`config.mk`:
```
export PLATFORM = sky130hd
export DESIGN_NAME = qfra_cmp_unit
export DESIGN_NICKNAME = d
export VERILOG_FILES = /design/src/rtl/qfra_pkg.sv /design/src/rtl/qfra_cmp_unit.sv
export SDC_FILE = /design/constraint.sdc
export NUM_CORES = 1
export LEC_CHECK = 0
export ABC_AREA = 1
export BUFFER_PORTS_ARGS = -buffer_cell sky130_fd_sc_hd__buf_4
export CORE_MARGIN = 10
export CORE_UTILIZATION = 45
export DETAILED_ROUTE_END_ITERATION = 16
export GPL_ROUTABILITY_DRIVEN = 0
export GPL_TIMING_DRIVEN = 0
export PLACE_DENSITY = 0.7
export SETUP_SLACK_MARGIN = 0.5
export SYNTH_ARGS = -nofsm -noshare
export SYNTH_HDL_FRONTEND = slang
export SYNTH_SLANG_ARGS = --single-unit
```
`constraint.sdc`:
```
create_clock -name vclk -period 8.1
set_clock_uncertainty 0.05 [all_clocks]
set_input_delay 1.62 -clock vclk [all_inputs]
set_output_delay 1.62 -clock vclk [all_outputs]
set_load 0.05 [all_outputs]
```
`src/rtl/qfra_pkg.sv`:
```
package qfra_pkg;

  localparam int CONTRACT_SLOTS_DEF = 1024;
  localparam int CONTRACT_IDX_BITS  = 10;
  localparam int HOST_ID_BITS       = 8;
  localparam int VALUE_BITS         = 48;
  localparam int CFG_DATA_BITS      = 32;
  localparam int CFG_IDX_BITS       = 4;

  localparam logic [CFG_DATA_BITS-1:0] UPDATE_SLACK_RST = CFG_DATA_BITS'(15000);
  localparam logic [CFG_DATA_BITS-1:0] RACE_TIMEOUT_RST = CFG_DATA_BITS'(60 * 1000);

  localparam logic [CFG_IDX_BITS-1:0] CFG_UPDATE_SLACK = CFG_IDX_BITS'(0);
  localparam logic [CFG_IDX_BITS-1:0] CFG_RACE_TIMEOUT = CFG_IDX_BITS'(1);

  typedef enum logic [1:0] {
    VERDICT_DROP     = 2'd0,
    VERDICT_LATEST   = 2'd1,
    VERDICT_OBSOLETE = 2'd2
  } verdict_t;

  typedef struct packed {
    logic                          platform_present;
    logic                          symbol_present;
    logic [CONTRACT_IDX_BITS-1:0]  contract_index;
    logic [HOST_ID_BITS-1:0]       source_host;
    logic signed [VALUE_BITS-1:0]  volume;
    logic signed [VALUE_BITS-1:0]  turnover;
    logic signed [VALUE_BITS-1:0]  last_qty;
    logic [VALUE_BITS-1:0]         update_ts_ms;
    logic [VALUE_BITS-1:0]         race_ts_ms;
  } in_item_t;

  typedef struct packed {
    verdict_t                      verdict;
    logic signed [VALUE_BITS-1:0]  last_qty_out;
    logic                          price_valid;
  } out_item_t;

  typedef struct packed {
    logic                    valid;
    logic [HOST_ID_BITS-1:0] host;
    logic [VALUE_BITS-1:0]   volume;
    logic [VALUE_BITS-1:0]   update_ts;
    logic [VALUE_BITS-1:0]   race_ts;
    logic [VALUE_BITS-1:0]   last_qty;
  } entry_t;

  typedef struct packed {
    logic                  lead;
    logic [VALUE_BITS-1:0] diff;
  } cmp_res_t;

endpackage

```
`src/rtl/qfra_cmp_unit.sv`:
```
module qfra_cmp_unit import qfra_pkg::*; (
  input  logic [VALUE_BITS-1:0]    op_a,
  input  logic [VALUE_BITS-1:0]    op_b,
  input  logic [CFG_DATA_BITS-1:0] limit,
  output cmp_res_t                 res
);

  logic [VALUE_BITS:0] sub_w;

  // lead: op_a > op_b and (op_a - op_b) > limit, unsigned, no wrap
  assign sub_w    = {1'b0, op_a} - {1'b0, op_b};
  assign res.diff = sub_w[VALUE_BITS-1:0];
  assign res.lead = !sub_w[VALUE_BITS] && (sub_w[VALUE_BITS-1:0] > VALUE_BITS'(limit));

endmodule

```
# --- After elaboration in Yosys (flattened, before gate mapping) ---
# Index checks and enable logic that the tools add are counted.
op_classes:
  n_addsub: 1
  mul: 0
  n_div: 0
  order_cmp: 1
  n_eq_ne: 0
  n_shift: 0
  mux: 0
  bitwise_logic: 0
  n_reduce_logical: 2
ops:
  columns: ["cell", "n"]
  rows:
  - ["subtractor 48 x 48 -> 49 bit", 1]
  - ["greater-than comparator 48 x 32 -> 1 bit", 1]
  - ["logical AND 1 bit", 1]
  - ["zero test 1 bit", 1]
totals:
  ff_bits: 0
  latch_bits: 0
  ram_bits: 0
  romBits: 0
  input_bits: 128
  out_inout_bits: 49
  word_cells: 4
  n_memories: 0

# --- Depth between registers and ports, before layout ---
depth:
  depth_word: 3
  mapped_depth: 23

# --- Worst setup path after synthesis ---
# No wires, ideal clock.
synth_path:
  path_type: "input -> output"
  startpoint: "in op_a[0]"
  endpoint: "out res[48] in the netlist's numbering"
  arrival_ns: 5.380
  required_time_ns: 6.430
  path_slack_ns: 1.050
  cell_stages: 21
  path_buffers: 0
  path_cell_list: "inv_1 -> ha_1 -> fa_1 -> inv_1 -> nand3_1 -> nand3_1 -> nand2_1 -> nand2_1 -> nand2_1 -> nand2_1 -> a21oi_1 -> xnor2_1 -> ha_1 -> nand2_1 -> nor4_1 -> nand2_1 -> a21oi_1 -> nor2_1 -> nand3_1 -> nor2_1 -> nor2_1"
synth_lines:
  columns: ["item", "line_no", "text"]
  rows:
  - ["from (decl)", "qfra_cmp_unit.sv:2", "input logic [VALUE_BITS-1:0] op_a,"]
  - ["to (decl)", "qfra_cmp_unit.sv:5", "output cmp_res_t res"]

==> impl_metrics.py <==
metrics = {
    "route": {
        "firstDrtPassIters": 6,
        "wl_per_cell_um": 14.00,
        "via_count": 6390,
        "viasPerCell": 4.819,
        "first_iter_violations": 480,
        "drc": 0,
        "ant_nets": 0,
        "finalWirelength_um": 18570,
    },
    "layout": {
        "post-route-util_pct": 60.23,
        "diodes": 0,
        "register_area_um2": 0,
        "clock_buffers": 0,
        "area_delta_synth_final_pct": 29.59,
        "design.seq.count": 0,
        "drive_above_1_share_pct": 19.39,
        "fin_nets": 1397,
        "fillers": 1216,
    },
    "sta": {
        "fin_crit_ps": 6788,
        "setup_viol_count_final": 0,
        "worst_pin_slew_ps": 515.6,
        "final_max_slew_viol_count": 0,
        "tns_ps": 0,
        "finalHoldViolations": 0,
        "rsz0062_at_grt": "false",
        "period_share_pct": 83.80,
        "worst_slack_ps": 1312,
        "slew_headroom_pct": 65.46,
        "fmax_mhz": 147.3,
    },
    "run_status": {
        "status": "complete, no violations",
    },
    "synth": {
        "synthesis.area_um2": 5082,
        "yosysWarningCount": 0,
        "synth_cell_types": 30,
        "yosysTopAreaCell": "nand2_1",
        "synth_top_area_share_pct": 25.70,
        "synthTopCellsByArea": "nand2_1 (26%), ha_1 (20%), inv_1 (19%)",
        "yosysSeqAreaShare_pct": 0,
        "synth.avg_cell_area_um2": 5.037,
        "syn_nets": 1218,
        "synthCells": 1009,
    },
    "setup_path": {
        "startpoint_type": "primary input",
        "crit_fanout": 6,
        "crit_required_ps": 6430,
        "crit_type": "in -> out",
        "cp_data_arrival_time_ps": 5120,
        "cp-end-kind": "primary output",
    },
    "power": {
        "p_leak_nw": 4.231,
        "clkPwrFrac_pct": 0,
        "internal_power_w": 0.0002465,
        "p_switching_w": 0.0004995,
        "p_sw_share_pct": 66.96,
        "comb_power_share_pct": 100.0,
        "vdd_drop_max_v": 0.00008102,
        "seqPwrFrac_pct": 0,
        "power.density_nw_per_um2": 113.3,
    },
    "cts": {
        "cts_resized": 0,
        "holdBufCountCts": 0,
        "post_cts_buffers": 0,
    },
    "global_route": {
        "grt_max_degree": 7,
        "grt.overflow.total": 0,
        "grt_pass1_wl_um": 29280,
        "track_usage_pct": 21.95,
        "grt_pass1_vias": 6068,
        "grt_antenna_before_repair": 0,
    },
    "worst_hold_path": {
        "hp-class": "in -> out",
    },
    "floorplan": {
        "start_util_pct": 46.48,
        "die_w_um": 126.3,
        "rows": 38,
        "die_h_um": 126.3,
        "core-area_um2": 10940,
        "die_area_um2": 15950,
        "pin_count": 177,
    },
    "flow_run": {
        "drv_cap": 0,
    },
    "placement": {
        "numPortBuffers": 177,
        "place_hpwl_um": 17340,
        "place_ws_ps": 1321,
    },
}
area by class of cell:
cell class	instances	area, µm²	share of cell area (%)
Inverter	267	1002	15.22
Multi-Input combinational cell	742	4080	61.95
Tap cell	140	175.2	2.660
Timing Repair Buffer	177	1329	20.17
per-layer routing:
| layer | vias to the layer above | track usage (%) | part of all wire [%] | routed length [µm] |
|---|---|---|---|---|
| met2 | 194 | 36.73 | 44 | 8236 |
| met1 | 2769 | 30.04 | 46 | 8601 |
| met3 | 17 | 3.020 | 8.0 | 1481 |
| li1 | 3410 | - | - | - |
| met4 | 0 | 2.277 | 1.3 | 249 |
| met5 | - | 0 | 0 | 0 |
worst max-delay path, stage by stage:
cell and delay, ps:
buf_4 110, ha_1 370, nand2_1 100, nand2_1 100, inv_1 80, nand2_2 90
nand2_1 90, nand2_2 70, nand2_1 80, nand2_2 100, a31oi_1 410, xnor2_1 210
ha_1 300, a21oi_1 150, nor2_1 50, a211oi_1 240, nand2_1 100, a21oi_1 130
a21oi_1 130, nor2_1 160, nand3_1 90, nor2_1 90, nor2_1 50, buf_4 190
cells in the final DEF (no fill, tap or decap):
cell type / instances
nor2_2: 18
fa_1: 1
nor4_1: 1
nor2b_1: 1
o21ai_2: 1
nor3_2: 1
a21oi_1: 60
inv_2: 4
nand4_1: 16
o21ai_1: 1
clkinv_1: 2
a31oi_1: 5
nor2_1: 85
o21ai_0: 10
xnor2_1: 8
nand3b_1: 8
and2_4: 1
nand3_1: 30
o21a_1: 1
a211oi_1: 1
nor2_4: 1
nand2_1: 348
inv_1: 261
o21bai_1: 9
nor3_1: 5
buf_4: 177
nand3_2: 7
ha_1: 80
xor2_1: 22
nand2_2: 20
o211ai_1: 1
logic make-up after synthesis:
kind of cell             synth area share (%)
AND/OR/NAND/NOR                         45.47
adder cells (fa/ha/maj)                 20.09
XOR/XNOR                                5.170
buffers and inverters                   19.72
AO/OA/AOI/OAI                           9.552
path summary, 6_finish.rpt:
path / to / cells past startpoint / start / slack, ps
min: res[0] / 4 / op_b[0] / 3620
max: res[48] / 24 / op_a[2] / 1310
power groups by stage:
| stage | Combinational (W) | Clock, W | Sequential [W] |
|---|---|---|---|
| after detailed placement | 0.000742 | 0 | 0 |
| final | 0.000746 | 0 | 0 |
| after global placement | 0.000739 | 0 | 0 |
| after floorplan | 0.000504 | 0 | 0 |
| after CTS | 0.000745 | 0 | 0 |
| after global routing | 0.000816 | 0 | 0 |
Yosys cell counts (all sizes together):
| cell | instances |
|---|---|
| o21bai | 9 |
| fa | 1 |
| o21a | 1 |
| xor2 | 22 |
| nand2 | 368 |
| clkinv | 2 |
| nand3 | 37 |
| a211oi | 1 |
| a31oi | 5 |
| o211ai | 1 |
| nor2b | 1 |
| ha | 80 |
| nor4 | 1 |
| o21ai | 12 |
| nand4 | 16 |
| nor2 | 104 |
| inv | 265 |
| nor3 | 6 |
| a21oi | 60 |
| and2 | 1 |
| xnor2 | 8 |
| nand3b | 8 |
stage by stage:
stage | total power, W | instance area [µm²] | hold slack, ps | instances
3_5_place_dp | 0.0007419 | 6586 | 3626 | 1326
2_1_floorplan | 0.0005037 | 5082 | 3499 | 1009
4_1_cts | 0.0007445 | 6586 | 3626 | 1326
3_3_place_gp | 0.0007386 | 6586 | 3619 | 1326
6_report | 0.0007460 | 6586 | 3624 | 1326
5_1_grt | 0.0008162 | 6586 | 3657 | 1326
(Power assumes the default switching activity.)
